--- config.mk ---
export PLATFORM = sky130hd
export DESIGN_NAME = circular_deque_unit
export DESIGN_NICKNAME = d
export VERILOG_FILES = /design/src/rtl/cdq_pkg.sv /design/src/rtl/cdq_ring_mem.sv /design/src/rtl/cdq_ctrl.sv /design/src/rtl/circular_deque_unit.sv
export SDC_FILE = /design/constraint.sdc
export NUM_CORES = 1
export LEC_CHECK = 0
export BUFFER_PORTS_ARGS = -buffer_cell sky130_fd_sc_hd__buf_2
export CAP_MARGIN = 10
export CORE_ASPECT_RATIO = 1.4
export CORE_MARGIN = 3
export CORE_UTILIZATION = 40
export CTS_CLUSTER_DIAMETER = 60
export DETAILED_ROUTE_END_ITERATION = 8
export HOLD_SLACK_MARGIN = 0.08
export SYNTH_ARGS = -nofsm -noshare
export SYNTH_HDL_FRONTEND = slang
export SYNTH_SLANG_ARGS = --single-unit
--- constraint.sdc ---
create_clock -name clk -period 5.1 [get_ports clk]
set_clock_uncertainty 0.1 [all_clocks]
set_input_delay 0.51 -clock clk [delete_from_list [all_inputs] [get_ports clk]]
set_output_delay 0.51 -clock clk [all_outputs]
set_load 0.01 [all_outputs]
--- src/rtl/cdq_pkg.sv ---
package cdq_pkg;

    // Width of the capacity register and of the operation code.
    localparam int CAP_W  = 5;
    localparam int MODE_W = 3;

    // Capacity after reset.
    localparam logic [CAP_W-1:0] CAP_RESET = 5'd16;

    typedef enum logic [MODE_W-1:0] {
        MODE_PUSH_FRONT = 3'd0,
        MODE_PUSH_REAR  = 3'd1,
        MODE_POP_FRONT  = 3'd2,
        MODE_POP_REAR   = 3'd3,
        MODE_PEEK_FRONT = 3'd4,
        MODE_PEEK_REAR  = 3'd5
    } cdq_mode_t;

    // Outcome of one operation, decided in the cycle the word is taken.
    typedef struct packed {
        logic use_mem;   // value comes from the ring read
        logic neg_one;   // value is all ones (empty deque)
        logic ok;
        logic is_empty;
        logic is_full;
    } cdq_status_t;

endpackage

--- src/rtl/cdq_ring_mem.sv ---
module cdq_ring_mem #(
    parameter int DEPTH      = 16,
    parameter int DATA_WIDTH = 32,
    parameter int ADDR_W     = 4
) (
    input  logic                  clk,
    input  logic                  we,
    input  logic [ADDR_W-1:0]     waddr,
    input  logic [DATA_WIDTH-1:0] wdata,
    input  logic                  re,
    input  logic [ADDR_W-1:0]     raddr,
    output logic [DATA_WIDTH-1:0] rdata
);

    logic [DATA_WIDTH-1:0] ring_mem [DEPTH];
    logic [DATA_WIDTH-1:0] rdata_reg;

    always_ff @(posedge clk)
    begin
        if (we)
        begin
            ring_mem[waddr] <= wdata;
        end
    end

    // Read data is registered and holds until the next read.
    always_ff @(posedge clk)
    begin
        if (re)
        begin
            rdata_reg <= ring_mem[raddr];
        end
    end

    assign rdata = rdata_reg;

endmodule

--- src/rtl/cdq_ctrl.sv ---
module cdq_ctrl #(
    parameter int DEPTH  = 16,
    parameter int IDX_W  = 4,
    parameter int CNT_W  = 5
) (
    input  logic                       clk,
    input  logic                       rst_n,
    input  logic                       cfg_we,
    input  logic [cdq_pkg::CAP_W-1:0]  cfg_capacity,
    input  logic                       step,
    input  logic [cdq_pkg::MODE_W-1:0] mode,
    output logic                       mem_we,
    output logic [IDX_W-1:0]           mem_waddr,
    output logic                       mem_re,
    output logic [IDX_W-1:0]           mem_raddr,
    output cdq_pkg::cdq_status_t       status
);

    localparam int SIZE_RESET_INT =
        (int'(cdq_pkg::CAP_RESET) > DEPTH) ? DEPTH : int'(cdq_pkg::CAP_RESET);
    localparam logic [CNT_W-1:0] SIZE_RESET = CNT_W'(SIZE_RESET_INT);

    logic [CNT_W-1:0] size_reg, size_next;
    logic [IDX_W-1:0] front_reg, front_next;
    logic [IDX_W-1:0] rear_reg, rear_next;
    logic             empty_reg, empty_next;

    logic [IDX_W-1:0] last_idx;
    logic [IDX_W-1:0] front_inc, front_dec, rear_inc, rear_dec, rear_next_inc;
    logic             full_now;
    cdq_pkg::cdq_mode_t op;

    // Capacity 0 acts as 1, and anything above DEPTH acts as DEPTH.
    always_comb
    begin
        if (cfg_capacity == '0)
        begin
            size_next = CNT_W'(1);
        end
        else if (32'(cfg_capacity) > 32'(DEPTH))
        begin
            size_next = CNT_W'(DEPTH);
        end
        else
        begin
            size_next = CNT_W'(cfg_capacity);
        end
    end

    assign last_idx  = IDX_W'(size_reg - CNT_W'(1));
    assign front_inc = ((CNT_W'(front_reg) + CNT_W'(1)) == size_reg) ? '0
                     : IDX_W'(CNT_W'(front_reg) + CNT_W'(1));
    assign rear_inc  = ((CNT_W'(rear_reg) + CNT_W'(1)) == size_reg) ? '0
                     : IDX_W'(CNT_W'(rear_reg) + CNT_W'(1));
    assign front_dec = (front_reg == '0) ? last_idx : front_reg - IDX_W'(1);
    assign rear_dec  = (rear_reg == '0) ? last_idx : rear_reg - IDX_W'(1);
    assign full_now  = !empty_reg && (rear_inc == front_reg);
    assign op        = cdq_pkg::cdq_mode_t'(mode);

    always_comb
    begin
        front_next       = front_reg;
        rear_next        = rear_reg;
        empty_next       = empty_reg;
        mem_we           = 1'b0;
        mem_waddr        = '0;
        mem_re           = 1'b0;
        mem_raddr        = front_reg;
        status.use_mem   = 1'b0;
        status.neg_one   = 1'b0;
        status.ok        = 1'b0;
        case (op)
            cdq_pkg::MODE_PUSH_FRONT, cdq_pkg::MODE_PUSH_REAR:
            begin
                if (!full_now)
                begin
                    status.ok = 1'b1;
                    mem_we    = step;
                    if (empty_reg)
                    begin
                        // First element always lands at position zero.
                        front_next = '0;
                        rear_next  = '0;
                        empty_next = 1'b0;
                        mem_waddr  = '0;
                    end
                    else if (op == cdq_pkg::MODE_PUSH_FRONT)
                    begin
                        front_next = front_dec;
                        mem_waddr  = front_dec;
                    end
                    else
                    begin
                        rear_next = rear_inc;
                        mem_waddr = rear_inc;
                    end
                end
            end
            cdq_pkg::MODE_POP_FRONT, cdq_pkg::MODE_POP_REAR,
            cdq_pkg::MODE_PEEK_FRONT, cdq_pkg::MODE_PEEK_REAR:
            begin
                if (empty_reg)
                begin
                    status.neg_one = 1'b1;
                end
                else
                begin
                    status.ok      = 1'b1;
                    status.use_mem = 1'b1;
                    mem_re         = step;
                    if (op == cdq_pkg::MODE_POP_FRONT || op == cdq_pkg::MODE_PEEK_FRONT)
                    begin
                        mem_raddr = front_reg;
                    end
                    else
                    begin
                        mem_raddr = rear_reg;
                    end
                    if (op == cdq_pkg::MODE_POP_FRONT || op == cdq_pkg::MODE_POP_REAR)
                    begin
                        if (front_reg == rear_reg)
                        begin
                            front_next = '0;
                            rear_next  = '0;
                            empty_next = 1'b1;
                        end
                        else if (op == cdq_pkg::MODE_POP_FRONT)
                        begin
                            front_next = front_inc;
                        end
                        else
                        begin
                            rear_next = rear_dec;
                        end
                    end
                end
            end
            default:
            begin
                // Unused codes leave the deque as it is.
            end
        endcase

        // Flags as they stand after the operation.
        rear_next_inc = ((CNT_W'(rear_next) + CNT_W'(1)) == size_reg) ? '0
                      : IDX_W'(CNT_W'(rear_next) + CNT_W'(1));
        status.is_empty = empty_next;
        status.is_full  = !empty_next && (rear_next_inc == front_next);
    end

    always_ff @(posedge clk or negedge rst_n)
    begin
        if (!rst_n)
        begin
            size_reg  <= SIZE_RESET;
            front_reg <= '0;
            rear_reg  <= '0;
            empty_reg <= 1'b1;
        end
        else if (cfg_we)
        begin
            size_reg  <= size_next;
            front_reg <= '0;
            rear_reg  <= '0;
            empty_reg <= 1'b1;
        end
        else if (step)
        begin
            front_reg <= front_next;
            rear_reg  <= rear_next;
            empty_reg <= empty_next;
        end
    end

`ifndef SYNTHESIS
    a_empty_at_origin: assert property (@(posedge clk) disable iff (!rst_n)
        empty_reg |-> (front_reg == '0 && rear_reg == '0))
        else $error("empty deque with pointers away from zero");

    a_ptr_in_ring: assert property (@(posedge clk) disable iff (!rst_n)
        (CNT_W'(front_reg) < size_reg) && (CNT_W'(rear_reg) < size_reg))
        else $error("ring pointer beyond configured size");
`endif

endmodule

--- src/rtl/circular_deque_unit.sv ---
// Double-ended queue of signed words held in a ring memory.
//
// Input channel (in_valid/in_ready): one word carries an operation code in
// mode and, for pushes, the word to store in value_in. Output channel
// (out_valid/out_ready): one result word per input word with value_out, ok
// and the is_empty/is_full flags as they stand after the operation.
// Configuration channel (cfg_valid/cfg_ready): writes the ring capacity and
// empties the deque; it is always ready and is meant to be used while no
// operation is in flight.
//
// Flow: the pointer update and the ring memory access happen when the input
// word is accepted, the registered memory read waits beside the holding
// stage, and the result then moves to the output register, which drives
// out_valid. One word per cycle is sustained while the receiver takes
// results, since every operation touches one ring entry once. When out_ready
// is low the output register and the holding stage fill and in_ready drops;
// nothing is lost. After reset the deque is empty and the capacity is 16
// entries (or DEPTH if smaller).
module circular_deque_unit #(
    parameter int DEPTH      = 16,
    parameter int DATA_WIDTH = 32
) (
    input  logic                              clk,
    input  logic                              rst_n,
    input  logic                              cfg_valid,
    output logic                              cfg_ready,
    input  logic [cdq_pkg::CAP_W-1:0]         capacity,
    input  logic                              in_valid,
    output logic                              in_ready,
    input  logic [cdq_pkg::MODE_W-1:0]        mode,
    input  logic signed [DATA_WIDTH-1:0]      value_in,
    output logic                              out_valid,
    input  logic                              out_ready,
    output logic signed [DATA_WIDTH-1:0]      value_out,
    output logic                              ok,
    output logic                              is_empty,
    output logic                              is_full
);

    localparam int IDX_W = (DEPTH > 1) ? $clog2(DEPTH) : 1;
    localparam int CNT_W = $clog2(DEPTH + 1);

    logic                  accept;
    logic                  advance;
    logic                  mem_we, mem_re;
    logic [IDX_W-1:0]      mem_waddr, mem_raddr;
    logic [DATA_WIDTH-1:0] mem_rdata;
    cdq_pkg::cdq_status_t  step_status;

    // Holding stage: waits for the registered memory read.
    logic                  hold_valid_reg, hold_valid_next;
    cdq_pkg::cdq_status_t  hold_status_reg;

    // Output register.
    logic                  out_valid_reg, out_valid_next;
    logic [DATA_WIDTH-1:0] value_out_reg;
    logic                  ok_reg, is_empty_reg, is_full_reg;

    assign cfg_ready = 1'b1;
    assign advance   = hold_valid_reg && (!out_valid_reg || out_ready);
    assign in_ready  = !hold_valid_reg || advance;
    assign accept    = in_valid && in_ready;

    cdq_ctrl #(
        .DEPTH (DEPTH),
        .IDX_W (IDX_W),
        .CNT_W (CNT_W)
    ) u_ctrl (
        .clk          (clk),
        .rst_n        (rst_n),
        .cfg_we       (cfg_valid && cfg_ready),
        .cfg_capacity (capacity),
        .step         (accept),
        .mode         (mode),
        .mem_we       (mem_we),
        .mem_waddr    (mem_waddr),
        .mem_re       (mem_re),
        .mem_raddr    (mem_raddr),
        .status       (step_status)
    );

    cdq_ring_mem #(
        .DEPTH      (DEPTH),
        .DATA_WIDTH (DATA_WIDTH),
        .ADDR_W     (IDX_W)
    ) u_ring (
        .clk   (clk),
        .we    (mem_we),
        .waddr (mem_waddr),
        .wdata (value_in),
        .re    (mem_re),
        .raddr (mem_raddr),
        .rdata (mem_rdata)
    );

    always_comb
    begin
        hold_valid_next = hold_valid_reg;
        if (accept)
        begin
            hold_valid_next = 1'b1;
        end
        else if (advance)
        begin
            hold_valid_next = 1'b0;
        end
    end

    always_comb
    begin
        out_valid_next = out_valid_reg;
        if (advance)
        begin
            out_valid_next = 1'b1;
        end
        else if (out_ready)
        begin
            out_valid_next = 1'b0;
        end
    end

    always_ff @(posedge clk or negedge rst_n)
    begin
        if (!rst_n)
        begin
            hold_valid_reg <= 1'b0;
            out_valid_reg  <= 1'b0;
        end
        else
        begin
            hold_valid_reg <= hold_valid_next;
            out_valid_reg  <= out_valid_next;
        end
    end

    always_ff @(posedge clk)
    begin
        if (accept)
        begin
            hold_status_reg <= step_status;
        end
    end

    // The memory read data is valid here because no new read is issued
    // while the holding stage is occupied and cannot advance.
    always_ff @(posedge clk)
    begin
        if (advance)
        begin
            if (hold_status_reg.use_mem)
            begin
                value_out_reg <= mem_rdata;
            end
            else if (hold_status_reg.neg_one)
            begin
                value_out_reg <= '1;
            end
            else
            begin
                value_out_reg <= '0;
            end
            ok_reg       <= hold_status_reg.ok;
            is_empty_reg <= hold_status_reg.is_empty;
            is_full_reg  <= hold_status_reg.is_full;
        end
    end

    assign out_valid = out_valid_reg;
    assign value_out = value_out_reg;
    assign ok        = ok_reg;
    assign is_empty  = is_empty_reg;
    assign is_full   = is_full_reg;

`ifndef SYNTHESIS
    a_hold_stays: assert property (@(posedge clk) disable iff (!rst_n)
        (hold_valid_reg && !advance) |=> (hold_valid_reg && $stable(mem_rdata)))
        else $error("holding stage lost its word during a stall");

    a_flags_exclusive: assert property (@(posedge clk) disable iff (!rst_n)
        out_valid_reg |-> !(is_empty_reg && is_full_reg))
        else $error("result reports both empty and full");

    a_no_read_on_stall: assert property (@(posedge clk) disable iff (!rst_n)
        (hold_valid_reg && !advance) |-> !mem_re)
        else $error("ring read issued while holding stage is blocked");
`endif

endmodule
==> results of run 1 <==
tightest hold or removal path: stages:
cell	delay (ns)
sky130_fd_sc_hd__buf_2	0.09
sky130_fd_sc_hd__nand3b_1	0.07
sky130_fd_sc_hd__o21ai_0	0.11
cell usage in the layout, fill, tap and decap left out, types with 6 or more instances in the layout:
master	instances
sky130_fd_sc_hd__edfxtp_1	584
sky130_fd_sc_hd__nand2_1	154
sky130_fd_sc_hd__mux4_2	128
sky130_fd_sc_hd__buf_2	81
sky130_fd_sc_hd__clkbuf_16	57
sky130_fd_sc_hd__a211oi_1	44
sky130_fd_sc_hd__buf_4	44
sky130_fd_sc_hd__a31oi_1	36
sky130_fd_sc_hd__and2_1	33
sky130_fd_sc_hd__nor2_1	25
sky130_fd_sc_hd__buf_12	25
sky130_fd_sc_hd__a21oi_1	18
sky130_fd_sc_hd__xnor2_1	18
sky130_fd_sc_hd__clkinv_1	18
sky130_fd_sc_hd__nor2_4	17
sky130_fd_sc_hd__inv_1	16
sky130_fd_sc_hd__o21ai_0	16
sky130_fd_sc_hd__nand3_1	13
sky130_fd_sc_hd__clkinv_2	13
sky130_fd_sc_hd__dfrtp_1	12
sky130_fd_sc_hd__nor3_1	11
sky130_fd_sc_hd__clkbuf_1	10
sky130_fd_sc_hd__xor2_1	9
sky130_fd_sc_hd__nand2b_1	9
sky130_fd_sc_hd__nor2b_1	7
sky130_fd_sc_hd__nand3b_1	7
sky130_fd_sc_hd__dlygate4sd3_1	6
stage by stage:
step	setup TNS (ns)	power (mW)	utilization [%]
finish	0	10.46	47.06
global placement	0	6.583	43.99
global route	-0.01010	10.84	47.05
detailed placement	0	6.590	43.99
CTS	0	10.57	46.98
floorplan	0	6.219	-
kinds of logic (layout without fill, tap and decap cells):
kind of cell    Yosys count  count (layout)  synth area share (%)
mux                     134             134                 12.13
buf+inv                  97             282                 1.705
xor+xnor                 28              28                 1.040
fa+ha+maj                 6               6                0.3090
compound gates          169             169                 5.088
other cells               1               3               0.01544
simple gates            305             305                 5.871
flops                   600             600                 73.84
metal layers:
metal / vias up / share of wire, %
li1: 5652 / -
met1: 6886 / 41
met2: 345 / 52
met3: 105 / 4.6
met4: 2 / 3.0
met5: - / 0.022
worst min-delay path by stage:
| stage | to | slack, ns | depth (start not counted) |
|---|---|---|---|
| finish | u_ctrl.size_reg[1] | 0.14 | 3 |
| global route | u_ctrl.size_reg[1] | 0.12 | 3 |
| CTS | u_ctrl.size_reg[0] | 0.12 | 5 |
| detailed placement | is_empty | 0.33 | 0 |
| global placement | is_empty | 0.31 | 0 |
| floorplan | hold_valid_reg | 0.11 | 0 |
cell type report:
class / count / area, um^2
Timing Repair Buffer: 156 / 1296
Clock inverter: 39 / 271.5
Tap cell: 810 / 1013
Antenna cell: 2 / 5.005
Clock buffer: 67 / 1464
Inverter: 20 / 75.07
Fill cell: 5133 / 31740
Multi-Input combinational cell: 643 / 6142
Sequential cell: 600 / 17940
power breakdown:
part / total, mW / internal [mW] / switching [mW] / leakage, nW
Combinational: 0.961 / 0.388 / 0.573 / 2.96
Sequential: 5.52 / 5.49 / 0.0350 / 5.48
Clock: 3.97 / 2.16 / 1.81 / 0.858
Total: 10.5 / 8.04 / 2.42 / 9.30
what timing repair did:
item / CTS / global route
buffers inserted: 0 / 2
hold buffers: 6 / 0
gates resized for setup: 0 / 9
endpoints found under the hold margin: 20 / 0
endpoints found under the setup margin: 0 / 1
==> results.ini, run 1 <==
[logic_synthesis]
post_synth_most_frequent_cells = sky130_fd_sc_hd__edfxtp_1, sky130_fd_sc_hd__nand2_1, sky130_fd_sc_hd__mux4_2
number_of_flops_mapped_to_enable_cells_by_yosys = 584
synth_area_per_cell_um2 = 18.13
asyncSetResetFlopFracSynth_pct = 2.667
post-synth-top-count-cell = sky130_fd_sc_hd__edfxtp_1
postSynthNetCount = 1391
netlist-cell-type-count = 76
yosysWarnings = 0
ys_seq_elements = 600
synth_top_area_share_pct = 72.18
synthDominantAreaCellType = sky130_fd_sc_hd__edfxtp_1
synth_sequential_area_ratio_pct = 73.84
synth_cells = 1340
synth.top_cells.by_area = sky130_fd_sc_hd__edfxtp_1, sky130_fd_sc_hd__mux4_2, sky130_fd_sc_hd__nand2_1, sky130_fd_sc_hd__dfrtp_1, sky130_fd_sc_hd__a211oi_1
synth_area_um2 = 24290
synth_flop_cell = sky130_fd_sc_hd__edfxtp_1

[drt]
avg_wl_per_cell_um = 25.40
drt_iter0_markers = 1101
final_ant_viol_nets = 0
wirelength_mm = 59.36
drc = 0
via_count = 12990
detailedRoute.firstPassIterationCount = 5
viasPerCell = 5.558

[floorplan]
design.core.area_um2 = 59950
die_width_um = 214.3
die_height_um = 297.6
die-area_um2 = 63770
initial_core_util_pct = 40.53
floorplan.io_pins = 83
row_count = 106

[sta]
timing.max_slew.rel_slack_pct = 34.52
min_period_over_period_pct = 93.99
report.final.hold_viol_count = 0
setup-violations-final = 0
finalWorstSetupSlack_ns = 0.3064
worst_hold_slack_ns = 0.1367
max_freq_ghz = 0.2086
period_needed_ns = 4.794
timing.final.max_slew_violations = 0
max_slew.worst_pin.slew_ns = 0.9822

[final_layout]
layout.cells.non_filler = 2337
stdcell_area_um2 = 28210
largest_register_ffs = 512
final_nets = 1529
layout-area-overhead-vs-synth_pct = 16.11
post_route_cells_drive_above_1_share_pct = 26.82

[placement]
numPortBuffers = 81
dp_cells = 2221
gpl.final_weighted_congestion = 0.8712
post-place-ws_ns = 0.2385
dp_hpwl_mm = 34.26
detailed_place.area_um2 = 26370

[grt]
grt_antenna_before_repair = 5
overflow = 0
grt_util_met2_pct = 32.70
grt.total_usage_pct = 18.54
globalRouteMet1Util_pct = 23.57
grt_met3_usage_pct = 2.789
global_route.peak_usage_layer = met2
first_global_vias = 13690
grt_first_pass_wirelength_mm = 88.48
grt_start_max_net_pins = 72

[worst_setup_path]
number_of_buffer_and_inverter_stages_on_the_critical_path = 2
regToRegStartpoint = u_ctrl.rear_reg[0]
startpoint_type = flop
critical_path.slowest_cell = sky130_fd_sc_hd__dfrtp_2
crit_cells = 18
worstPathCellList = clkinv_1, ha_1, xor2_1, or2_1, a2111oi_2, or3_1, and3_4, a21oi_1, o311ai_2, ha_2, inv_1, nor3_1, a221oi_2, o21a_1, o311a_1, o32ai_1, a2bb2oi_1, nor4_2
critical_path.top_delay_family = compound AO/OA/AOI/OAI gates
setup.reg_to_reg.worst_slack_ns = 0.31
criticalPathCategory = flop to flop
worst_r2r_endpoint = hold_status_reg[0]
max_stage_delay_ns = 0.42
startpoint = u_ctrl.rear_reg[0]
worst-endpoint-arrival_ns = 5.13
worst_path_required_time_ns = 5.44
timing.critical_path.to_type = flop
critPathCapture = hold_status_reg[0]
r2r_cells = 18
worstPathMaxFanout = 6

[clock_tree]
cts-buffers-inserted = 57
clockRootBuffer = sky130_fd_sc_hd__clkbuf_16
worst_skew_pair.late_latency_ns = 0.61
cts_max_level = 2
tritoncts = yes
clock_tree.buffer_depth = 3
cts_sinks = 600
cts.reportedPaths.clkPinSlew_ns = 0.07

[worst_hold_path]
holdCritStartpoint = capacity[1]
worst_hold_class = input pin to flop

[power]
power.static_leakage_nw = 9.298
power.density_cell_area_nw_per_um2 = 370.7
vdd_ir_drop_max_mv = 0.2810

[outcome]
run_status = finished clean

[job]
max_cap_violations = 0

(Power assumes the default switching activity.)
==> run 2: changes to the inputs <==
--- a/config.mk
+++ b/config.mk
@@ -15,4 +15,5 @@
 export HOLD_SLACK_MARGIN = 0.08
 export SYNTH_ARGS = -nofsm -noshare
 export SYNTH_HDL_FRONTEND = slang
+export SYNTH_HIERARCHICAL = 1
 export SYNTH_SLANG_ARGS = --single-unit
==> run 2 against run 1 <==
Against the previous run:
- worst hold slack worse by 0.030 ns
- total power is 1.1% lower
- register-to-register slack worse by 0.03 ns
- clock-buffer cell count is 1 higher
- clock power is 2% higher
- first-iteration DRC count is 2.4% lower
- largest power group unchanged
- sequential share of layout area is 1.1 points higher
- routed wire length is 6.5% lower
==> results.ini, run 2 <==
[drt]
drc = 0
drt_iter0_markers = 1075
final_ant_viol_nets = 0
detailedRoute.firstPassIterationCount = 5
avg_wl_per_cell_um = 25.30
via_count = 12220
wirelength_mm = 55.51
viasPerCell = 5.572

[worst_hold_path]
holdPathEnd = u_ctrl/size_reg[0]
min_path_cells = 3
holdCritStartpoint = capacity[0]
worst_hold_class = input pin to flop

[logic_synthesis]
post-synth-top-count-cell = sky130_fd_sc_hd__edfxtp_1
netlist-cell-type-count = 77
synth_cells = 1273
synthDominantAreaCellType = sky130_fd_sc_hd__edfxtp_1
synth_area_per_cell_um2 = 18.92
ys_seq_elements = 600
asyncSetResetFlopFracSynth_pct = 2.667
synth_flop_cell = sky130_fd_sc_hd__edfxtp_1
postSynthNetCount = 1327
synth_sequential_area_ratio_pct = 74.49
number_of_flops_mapped_to_enable_cells_by_yosys = 584
synth_area_um2 = 24080
yosysWarnings = 6
synth_top_area_share_pct = 72.82
post_synth_most_frequent_cells = sky130_fd_sc_hd__edfxtp_1, sky130_fd_sc_hd__nand2_1, sky130_fd_sc_hd__mux4_2
synth.top_cells.by_area = sky130_fd_sc_hd__edfxtp_1, sky130_fd_sc_hd__mux4_2, sky130_fd_sc_hd__a22oi_1, sky130_fd_sc_hd__nand2_1, sky130_fd_sc_hd__dfrtp_1

[worst_setup_path]
r2r_cells = 16
critical_path.top_delay_family = compound AO/OA/AOI/OAI gates
max_stage_delay_ns = 0.59
setup.reg_to_reg.worst_slack_ns = 0.28
number_of_buffer_and_inverter_stages_on_the_critical_path = 2
worst-endpoint-arrival_ns = 5.16
critical_path.slowest_cell = sky130_fd_sc_hd__or4_4
regToRegStartpoint = u_ctrl/rear_reg[1]
startpoint_type = flop
worst_r2r_endpoint = hold_status_reg[0]
criticalPathCategory = flop to flop
worstPathCellList = inv_1, ha_1, xnor2_1, o211ai_2, o31ai_4, xnor2_1, or4_4, and3_4, nor2_1, inv_1, ha_1, xnor3_1, a211oi_2, mux2_1, o22a_1, a21oi_2
worst_path_required_time_ns = 5.43
worstPathMaxFanout = 8
startpoint = u_ctrl/rear_reg[1]
timing.critical_path.to_type = flop

[sta]
timing.max_slew.rel_slack_pct = 35.11
worst_hold_slack_ns = 0.1068
setup_tns_ns = 0
max_slew.worst_pin.slew_ns = 0.9489
min_period_over_period_pct = 94.56
unrepaired_setup_endpoints_after_global_routing = no
max_freq_ghz = 0.2074
setup-violations-final = 0
period_needed_ns = 4.822
report.final.hold_viol_count = 0
timing.final.max_slew_violations = 0

[clock_tree]
worst_skew_pair.late_latency_ns = 0.61
cts_max_level = 2
cts_sinks = 600
cts.reportedPaths.clkPinSlew_ns = 0.06
tritoncts = yes
cts-buffers-inserted = 56
clockRootBuffer = sky130_fd_sc_hd__clkbuf_16
clock_tree.buffer_depth = 3

[grt]
grt_start_max_net_pins = 62
globalRouteMet1Util_pct = 23.37
grt_util_met2_pct = 30.76
grt_met3_usage_pct = 2.659
overflow = 0
grt_first_pass_wirelength_mm = 83.30
first_global_vias = 12960
global_route.peak_usage_layer = met2
grt.total_usage_pct = 17.86
grt_antenna_before_repair = 2

[power]
power.density_cell_area_nw_per_um2 = 373.1
vdd_ir_drop_max_mv = 0.2617
power.static_leakage_nw = 8.828

[final_layout]
layout.cells.most_common_list = sky130_fd_sc_hd__edfxtp_1, sky130_fd_sc_hd__nand2_1, sky130_fd_sc_hd__mux4_2
finalCoreUtilization_pct = 46.91
multi_input_area_um2 = 5888
largest_register_ffs = 512
layout-area-overhead-vs-synth_pct = 15.15
seqCellArea_um2 = 17940
post_route_cells_drive_above_1_share_pct = 27.77
final.fill_count = 4942
final_nets = 1452
final_common_cell = sky130_fd_sc_hd__edfxtp_1

[floorplan]
floorplan.io_pins = 83
die_width_um = 213.4
initial_core_util_pct = 40.73
design.core.area_um2 = 59120
die_height_um = 296.3
die-area_um2 = 63230
row_count = 105

[outcome]
run_status = finished clean

[placement]
dp_hpwl_mm = 32.38
numPortBuffers = 81
gpl.final_weighted_congestion = 0.9152

[job]
max_cap_violations = 0

-- run 2: cell type report --
type	instances	area share [%]
tap	749	3.380
clock inverter	36	1.223
sequential	600	64.70
inverter	17	0.2301
timing repair buffer	140	4.007
multi-input combinational	583	21.23
clock buffer	68	5.216
antenna	1	0.009024
-- run 2: through the flow --
step                setup slack [ns]  total power, mW  area, um^2  cells
detailed placement            0.1232            6.428       25880   2084
finish                        0.2776            10.35       27730   2194
global placement              0.2806            6.422       25880   2084
global route                 0.05896            10.74       27730   2193
floorplan                    -0.3243            6.143       24110   1273
CTS                          0.05489            10.46       27720   2193
-- run 2: report_power, final --
part	switching (mW)	leakage, nW	internal, mW
Sequential	0.0373	5.48	5.48
Clock	1.79	0.863	2.24
Combinational	0.463	2.48	0.335
-- run 2: what timing repair did --
item / CTS / global route
resized for setup: 0 / 4
endpoints found under the hold margin: 18 / 0
buffers inserted: 0 / 0
setup endpoints to repair: 0 / 23
hold buffers: 5 / 0
-- run 2: worst max-delay path by stage --
stage                                         to  depth (start not counted)
final                         hold_status_reg[0]                         16
after global routing          hold_status_reg[0]                         15
after CTS                     hold_status_reg[0]                         16
after detailed placement      hold_status_reg[0]                         16
after global placement        hold_status_reg[0]                         16
after floorplan           u_ring/ring_mem[15][0]                         13
-- run 2: routing by layer --
layer / vias to the layer above / wire [um]
met5: - / 13
li1: 5397 / -
met3: 107 / 2603
met2: 326 / 28630
met4: 2 / 1851
met1: 6392 / 22410
-- run 2: kinds of logic (layout without fill, tap and decap cells) --
logic type | count (synthesis) | count (layout) | synth area share (%)
and+or+nand+nor | 245 | 245 | 4.686
DFF | 600 | 600 | 74.49
xor gates and xnor gates | 27 | 27 | 1.070
adders and majority gates | 9 | 9 | 0.4676
other | 1 | 2 | 0.01557
AOI/OAI and AO/OA | 163 | 163 | 4.957
buffers and inverters | 90 | 261 | 1.902
muxes | 138 | 138 | 12.41
-- run 2: tightest hold or removal path: cells and delay by family --
family | cells | cell delay [ns]
buf+inv | 1 | 0.08
compound gates | 2 | 0.15
==> run 3: changes to the inputs <==
--- a/config.mk
+++ b/config.mk
@@ -9,10 +9,11 @@
 export CAP_MARGIN = 10
 export CORE_ASPECT_RATIO = 1.4
 export CORE_MARGIN = 3
-export CORE_UTILIZATION = 40
+export CORE_UTILIZATION = 56
 export CTS_CLUSTER_DIAMETER = 60
 export DETAILED_ROUTE_END_ITERATION = 8
 export HOLD_SLACK_MARGIN = 0.08
+export PLACE_DENSITY = 0.76
 export SYNTH_ARGS = -nofsm -noshare
 export SYNTH_HDL_FRONTEND = slang
 export SYNTH_HIERARCHICAL = 1
==> run 3 against run 2 <==
Against the previous run:
- flip-flop and latch count is the same
- fmax about the same
- register-to-register slack is essentially flat
- sequential power hardly changed
- critical path type unchanged
- combinational power grew 0.5%
- via count is 4.0% higher
- total power decreased by 0.88%
- worst hold slack improved by 0.0031 ns
==> results.ini, run 3 (synthesis results as in run 2) <==
[floorplan]
die_width_um = 181.3
die-area_um2 = 45560
row_count = 89
design.core.area_um2 = 42320
die_height_um = 251.4
initial_core_util_pct = 56.91
floorplan.io_pins = 83

[worst_setup_path]
max_stage_delay_ns = 0.61
worstPathMaxFanout = 8
timing.critical_path.to_type = flop
worst_path_required_time_ns = 5.42
worst-endpoint-arrival_ns = 5.14
critical_path.slowest_cell = sky130_fd_sc_hd__or4_1
number_of_buffer_and_inverter_stages_on_the_critical_path = 2
worstPathCellList = inv_1, ha_1, xnor2_2, o211ai_2, o31ai_4, xnor2_1, or4_1, and3_4, nor2_1, inv_1, ha_1, xnor3_1, a211oi_2, mux2_1, o22a_1, a21oi_2
critical_path.top_delay_family = compound AO/OA/AOI/OAI gates
criticalPathCategory = flop to flop
startpoint_type = flop

[power]
post-layout-total-power_mw = 10.25
vdd_ir_drop_max_mv = 0.3098
power.static_leakage_nw = 8.817
power.density_cell_area_nw_per_um2 = 374.2

[final_layout]
finalCoreUtilization_pct = 64.77
layout.cells.non_filler = 1987
largest_register_ffs = 512
final_nets = 1456
post_route_cells_drive_above_1_share_pct = 27.50
layout.cells.most_common_list = sky130_fd_sc_hd__edfxtp_1, sky130_fd_sc_hd__nand2_1, sky130_fd_sc_hd__mux4_2
final_common_cell = sky130_fd_sc_hd__edfxtp_1
stdcell_area_um2 = 27410
layout-area-overhead-vs-synth_pct = 13.81

[outcome]
run_status = finished clean

[grt]
grt_first_pass_wirelength_mm = 83.73
first_global_vias = 13180
grt_start_max_net_pins = 52
overflow = 0
grt.total_usage_pct = 24.64
grt_antenna_before_repair = 3

[job]
max_cap_violations = 0

[sta]
max_freq_ghz = 0.2073
report.final.hold_viol_count = 0
setup-violations-final = 0
timing.max_slew.rel_slack_pct = 25.78
worst_hold_slack_ns = 0.1099
setup_tns_ns = 0
finalWorstSetupSlack_ns = 0.2769
period_needed_ns = 4.823
unrepaired_setup_endpoints_after_global_routing = no
max_slew.worst_pin.slew_ns = 1.113
timing.final.max_slew_violations = 0
min_period_over_period_pct = 94.57

[placement]
post-place-ws_ns = 0.1672
gpl.final_weighted_congestion = 0.8892
numPortBuffers = 81
dp_hpwl_mm = 31.84
dp_cells = 1886
detailed_place.area_um2 = 25630

[drt]
final_ant_viol_nets = 0
detailedRoute.firstPassIterationCount = 5
routed.top_layer = met5
wirelength_mm = 55.72
wl_met2_mm = 29.88
drc = 0
via_count = 12710
met1_length_mm = 20.26
drt_iter0_markers = 1336
avg_wl_per_cell_um = 28.04
wl_met3_mm = 3.721
viasPerCell = 6.396

[clock_tree]
cts_sinks = 600
worst_skew_pair.late_latency_ns = 0.60
cts-buffers-inserted = 54
clockRootBuffer = sky130_fd_sc_hd__clkbuf_16
cts_max_level = 2
clock_tree.buffer_depth = 3
post_cts.repair.setup_buffers = 0
tritoncts = yes
cts.reportedPaths.clkPinSlew_ns = 0.06

[worst_hold_path]
worst_hold_class = input pin to flop

-- run 3: cell types whose count changed in the layout (fill, tap and decap cells not counted), moves of 2 or more --
cell and delta:
sky130_fd_sc_hd__buf_4 +8, sky130_fd_sc_hd__clkinv_2 -4, sky130_fd_sc_hd__buf_12 -3, sky130_fd_sc_hd__clkinvlp_4 -3, sky130_fd_sc_hd__clkbuf_1 -2, sky130_fd_sc_hd__clkbuf_16 -2
sky130_fd_sc_hd__clkinv_8 +2
-- run 3: final timing paths --
| path | cells after the start | startpoint | slack [ns] | end |
|---|---|---|---|---|
| min in group asynchronous | 2 | rst_n | 0.29 | out_valid |
| max in group asynchronous | 2 | rst_n | 4.26 | u_ctrl/size_reg[4] |
| worst min register to register | 0 | hold_status_reg[0] | 0.33 | is_full |
| worst min-delay path | 3 | out_ready | 0.11 | out_valid |
| worst max-delay path | 16 | u_ctrl/rear_reg[1] | 0.28 | hold_status_reg[0] |
| worst max register to register | 16 | u_ctrl/rear_reg[1] | 0.28 | hold_status_reg[0] |
-- run 3: report_power, final --
part           internal (mW)  leakage, nW  switching, mW
Combinational          0.338         2.51          0.464
Sequential              5.48         5.48         0.0384
Clock                   2.16        0.827           1.77
-- run 3: final cells by class --
type | instances | area [um^2]
flip-flops and latches | 600 | 17940
clock inverters | 30 | 315.3
inverters | 17 | 63.81
diodes | 1 | 2.502
repair buffers | 146 | 1121
multi-input cells | 583 | 5892
well taps | 546 | 683.2
clock buffers | 64 | 1389
fillers | 2784 | 14910
-- run 3: layer usage --
metal,up-vias,global-route usage [%]
li1,5378,-
met1,6557,31.82
met2,642,43.43
met3,127,3.633
met4,4,8.210
met5,-,0
-- run 3: repair_timing --
| action | CTS | global route |
|---|---|---|
| hold buffers | 6 | 0 |
| endpoints found under the setup margin | 0 | 4 |
| hold endpoints to repair | 20 | 0 |
| resized for setup | 0 | 3 |
-- run 3: worst register-to-register path: cells and delay by family (launching register included) --
kind | cells | cell delay [ns]
XOR/XNOR | 3 | 0.80
AO/OA/AOI/OAI | 5 | 1.15
multiplexers | 1 | 0.34
AND/OR/NAND/NOR | 3 | 0.97
buffers and inverters | 2 | 0.25
flip-flops | 1 | 0.46
adder cells (fa/ha/maj) | 2 | 0.61
